File: config.mk
export PLATFORM = sky130hd
export DESIGN_NAME = todpl_ram
export DESIGN_NICKNAME = d
export VERILOG_FILES = /design/src/rtl/core/todpl_ram.sv
export SDC_FILE = /design/constraint.sdc
export NUM_CORES = 1
export LEC_CHECK = 0
export BUFFER_PORTS_ARGS = -buffer_cell sky130_fd_sc_hd__buf_2
export CAP_MARGIN = 20
export CORE_ASPECT_RATIO = 1.2
export CORE_MARGIN = 3
export CORE_UTILIZATION = 30
export DETAILED_ROUTE_END_ITERATION = 7
export PLACE_DENSITY_LB_ADDON = 0.12
export SLEW_MARGIN = 0
export SYNTH_ARGS = -nofsm -noshare
export SYNTH_HDL_FRONTEND = slang
export SYNTH_SLANG_ARGS = --single-unit
File: constraint.sdc
create_clock -name clk_i -period 4 [get_ports clk_i]
set_input_delay 0.8 -clock clk_i [delete_from_list [all_inputs] [get_ports clk_i]]
set_output_delay 0.8 -clock clk_i [all_outputs]
set_load 0.01 [all_outputs]
File: src/rtl/core/todpl_ram.sv
// ----------------------------------------------------------------------------
// Generic RAM
// One write port and one read port with registered read data.
// ----------------------------------------------------------------------------
module todpl_ram #(
  parameter int WIDTH = 8,
  parameter int DEPTH = 16
) (
  input  logic                                       clk_i,
  input  logic                                       we_i,
  input  logic [((DEPTH > 1) ? $clog2(DEPTH) : 1)-1:0] waddr_i,
  input  logic [WIDTH-1:0]                           wdata_i,
  input  logic [((DEPTH > 1) ? $clog2(DEPTH) : 1)-1:0] raddr_i,
  output logic [WIDTH-1:0]                           rdata_o
);

  logic [WIDTH-1:0] mem [DEPTH];

  always_ff @(posedge clk_i) begin
    if (we_i) begin
      mem[waddr_i] <= wdata_i;
    end
    rdata_o <= mem[raddr_i];
  end

endmodule

After elaboration in Yosys (flattened, before gate mapping)
Memory sizes are Yosys's and may differ from the RTL's. A register that Yosys moved wholly into a read port is not among the register bits.
Index checks and enable logic that the tools add are counted.
{ "word_totals": {"ff_bits": 0, "output_inout_bits": 8, "n_memories": 1, "mem_bits_rw": 128} }
{ "classes": {"mux": 2} }
{ "mem_list": {"columns": ["memory", "words", "width", "rd", "rd_clocked_by_memory_dff", "wr", "line_no", "source"], "rows": [
  ["mem", 16, 8, 1, 1, 1, "17", "logic [WIDTH-1:0] mem [DEPTH];"]
]} }
{ "ops": {"columns": ["op", "count"], "rows": [
  ["$mux 1", 2]
]} }

Depth between registers and ports, before layout
{ "logic_depth": {"depth_word": 2, "mapped_depth": 5, "mapped_depth_nobuf": 3} }

Worst setup path before layout
OpenSTA, ideal clock, no wires.
{ "synth_timing": {"path_type": "in2reg", "from": "in waddr_i[2] (netlist name)", "to": "mem mem[0][0] (enable)", "path_stages": 2, "setup_slack_ps": 1707, "path_buffers": 0, "setup_ps": 383, "t_arrival_ps": 1910, "path_cell_list": "or3b_2 -> nor3_1"} }
{ "synth_lines": {"columns": ["item", "line_no", "source"], "rows": [
  ["start: declaration", "11", "input logic [((DEPTH > 1) ? $clog2(DEPTH) : 1)-1:0] waddr_i,"],
  ["end: declaration", "17", null]
]} }
No word-level cell before the write port.

==> impl.org <==
** Final layout
- Count of nets after finishing :: 287
- The number of antenna diodes in the final layout is 0.
- Post-Route Utilization :: between 30% and 40%
- Total of fill cells in the finished design :: between 1500 and 2000
- Commonest non-fill, non-tap cell in the layout :: sky130_fd_sc_hd__edfxtp_1
- Layout overhead on the synthesized area :: 16.92%
- The library cells used most frequently in the layout, excluding fill and tap cells, are sky130_fd_sc_hd__edfxtp_1 (128), sky130_fd_sc_hd__buf_2 (25), sky130_fd_sc_hd__mux4_2 (18).
- Multi-input combinational cell area :: 1062 µm²
- Area used by sequential logic in the layout :: between 4000 and 5000 µm²
- Ratio of cells with drive above 1 in the final layout :: a little over a quarter
- Final design instance area without fill :: roughly 6000 µm²

** GRT
- Global-route wire length before repair :: 16.23 mm
- Initial antenna violation count :: 0
- Final global-route overflow total :: 0
- Overall fraction of global-route tracks in use :: about an eighth
- Entering global routing, the biggest net connects 33 pins.
- Number of global-route vias before repair :: about 2500

** Pwr
- Clock share of power :: a little over two fifths
- Total power divided by cell area :: 516.8 nW/µm²
- The worst-case IR drop observed on VDD is 0.0002774 V.
- The analysis attributes to net switching a power of between 0.6 and 0.7 mW.
- The analysis attributes to cell leakage a power of around 2 nW.
- In this run, flip-flops and latches consume between 50% and 60% of the power.
- Switching share of power :: about 20%
- Cell internal power was estimated by the tool at 2.490 mW.
- Comb power frac :: ~4.7%

** Place
- Gpl congestion :: ~0.67
- Worst slack at placement :: ~1.3 ns
- Detailed placement ended at an HPWL of between 6 and 7 mm.
- Once placement finished, the instance area stood at 5494 µm².
- The count of buffers added on input and output ports is 25.

** Clock tree
- Worst skew pair latency :: about 0.4 ns
- The number of hold buffers added after CTS was 0.
- Clk root buf :: sky130_fd_sc_hd__clkbuf_16
- Number of sinks driven by the clock tree :: ~140
- PostCTS Resize Cnt :: 0
- TritonCTS built the clock tree.
- The clock passes through at most 2 buffers.
- Number of setup buffers added after CTS :: 0
- H-tree depth :: 4
- Clock-pin slew was measured on the worst setup and hold paths at ~0.05 ns.
- Counting the buffers created by CTS gives 17.

** Die
- Top-Level Pins :: 26
- Horizontal extent of the die :: between 100 and 150 µm
- Rows :: between 50 and 60
- Initial standard-cell utilization of the core :: a little under a third
- Die Span Y :: 149.5 µm
- Full die area :: roughly 19000 µm²
- The core region is approximately 17000 µm².

** Synth
- By area, the combinational part of the netlist is dominated by multiplexers.
- Gate count of the mapped netlist :: 229
- Adder-cell area share of the yosys netlist :: 0%
- Warnings, synthesis :: 0
- Cell area after synthesis :: a little over 5000 µm²
- Summing the sequential cell areas from Yosys gives around 78% of the chip area.
- Register bit count reported by yosys :: 136
- Synth Net Count :: 247
- Number of unique standard cell types used by synthesis :: 19
- After Yosys synthesis, and, or, nand and nor cells account for about 3.2% of the synthesized area.
- Avg Cell Area, Syn :: between 20 and 25 µm²
- Share of cell area taken by muxes after synthesis :: approximately 15%
- After Yosys synthesis, XOR and XNOR cells account for 0% of the synthesized area.
- Compound-Gate Fraction of Synth Area :: 2.333%

** Critical path
- For this run, the slowest stage of the critical path takes 0.64 ns.
- STA classifies the critical path endpoint as a register.
- The worst setup path is launched from a primary input.
- Worst-path fanout max :: 12
- Cell chain of the critical path :: buf_2, buf_4, mux4_1, a22oi_1, nand2_1
- CP required :: 4.29 ns
- At the worst endpoint, the arrival time is between 2 and 2.5 ns.
- The setup path with the least slack is of type primary input to register.
- Slowest cell on the critical path :: sky130_fd_sc_hd__mux4_1

** STA
- Across all setup checks in the final design, the least slack found is ~1.8 ns.
- The total count of max-transition violations in the final report came to 0.
- Setup violations remaining at the end of the flow were counted as 0.
- Summed over all failing endpoints, the final setup total negative slack is 0 ns.
- The final count of hold timing violations came to 0.
- The worst path in the final design needs a cycle of 2.201 ns, including I/O delays and setup.
- Between clock sinks in the finished design, the worst skew comes to around 0.0044 ns.
- Worst Max-Slew Pin Slew :: between 1 and 1.5 ns
- Post-Route Hold Slack :: slightly below 0.7 ns
- Setup repair after global routing left no endpoint under its margin.
- Maximum achievable frequency :: about 450 MHz
- Post-route clock period utilization :: between 50 and 60%
- Worst-case headroom to the max-slew limit :: between 20% and 30%

** Route
- The detailed router finished its first iteration with 96 violations.
- Average via count per standard cell :: 4.741
- Total number of vias :: 2342
- In the routed design, unresolved DRC markers number 0.
- Mean routed wirelength per cell :: approximately 22 µm
- Sum of routed wire length over all layers :: 10.78 mm
- For this run, the detailed router's first-pass iteration total came to 4.
- Remaining number of nets flagged by the antenna check after routing :: 0

** Outcome
- Result of the run :: completed

** Job
- Max capacitance violation total :: 0

** Worst hold path
- In this run the worst hold path is classified as register to register.
power groups by stage:
stage	sequential, mW	combinational (mW)	clock, mW
after floorplan	1.63	0.0809	0
after CTS	1.60	0.152	1.40
after global placement	1.63	0.150	0
after global routing	1.61	0.161	1.47
final	1.60	0.147	1.36
after detailed placement	1.63	0.151	0
registers in the layout (all words and copies together) (netlist names):
| signal | cells |
|---|---|
| mem | 128 |
| rdata_o | 8 |
worst max-delay path, delay by kind of cell:
kind	cells	cell delay, ns
buffers and inverters	2	0.69
muxes	1	0.64
AOI/OAI and AO/OA	1	0.27
and+or+nand+nor	1	0.09
per-layer routing:
layer	part of all wire (%)	global-route usage [%]	vias to the layer above
met3	3.6	3.891	13
met1	46	15.83	1229
met2	49	19.46	44
met5	0	0	-
met4	1.6	5.694	0
li1	-	-	1056
synthesized netlist by cell type, drive strengths merged:
cell / count / area share, %
nand2b: 2 / 0.24
or3b: 1 / 0.17
and2: 1 / 0.12
edfxtp: 128 / 75
dfxtp: 8 / 3.1
nand3: 1 / 0.097
nand2: 9 / 0.66
nand3b: 2 / 0.29
a22oi: 16 / 2.3
and2b: 1 / 0.15
clkdlybuf4s25: 3 / 0.58
mux4: 32 / 15
nor2b: 1 / 0.12
buf: 7 / 1.1
nor2: 13 / 0.95
nor3: 4 / 0.39
cell type report:
cell class | count | area share, %
Timing Repair Buffer | 31 | 2.827
Multi-Input combinational cell | 83 | 17.65
Sequential cell | 136 | 66.53
Clock buffer | 28 | 8.254
Tap cell | 212 | 4.407
Clock inverter | 4 | 0.3326
path summary, 6_finish.rpt:
| path | end | slack, ns | from | cells past startpoint |
|---|---|---|---|---|
| worst max register to register | rdata_o[6] | 2.57 | mem[11][6] | 3 |
| worst min register to register | rdata_o[3] | 0.68 | mem[8][3] | 3 |
| worst max-delay path | rdata_o[3] | 1.80 | raddr_i[0] | 5 |
| worst min-delay path | rdata_o[3] | 0.68 | mem[8][3] | 3 |
kinds of logic after synthesis:
kind of cell	count (synthesis)
AOI/OAI and AO/OA	16
buffers and inverters	10
DFF	136
muxes	32
and+or+nand+nor	35
through the flow:
| stage | power, mW | std cells |
|---|---|---|
| final | 3.110 | 494 |
| after global routing | 3.237 | 494 |
| after CTS | 3.157 | 493 |
| after detailed placement | 1.785 | 461 |
| after global placement | 1.783 | 461 |
| after floorplan | 1.715 | 229 |
No activity file was read; power rests on OpenSTA's default activity.
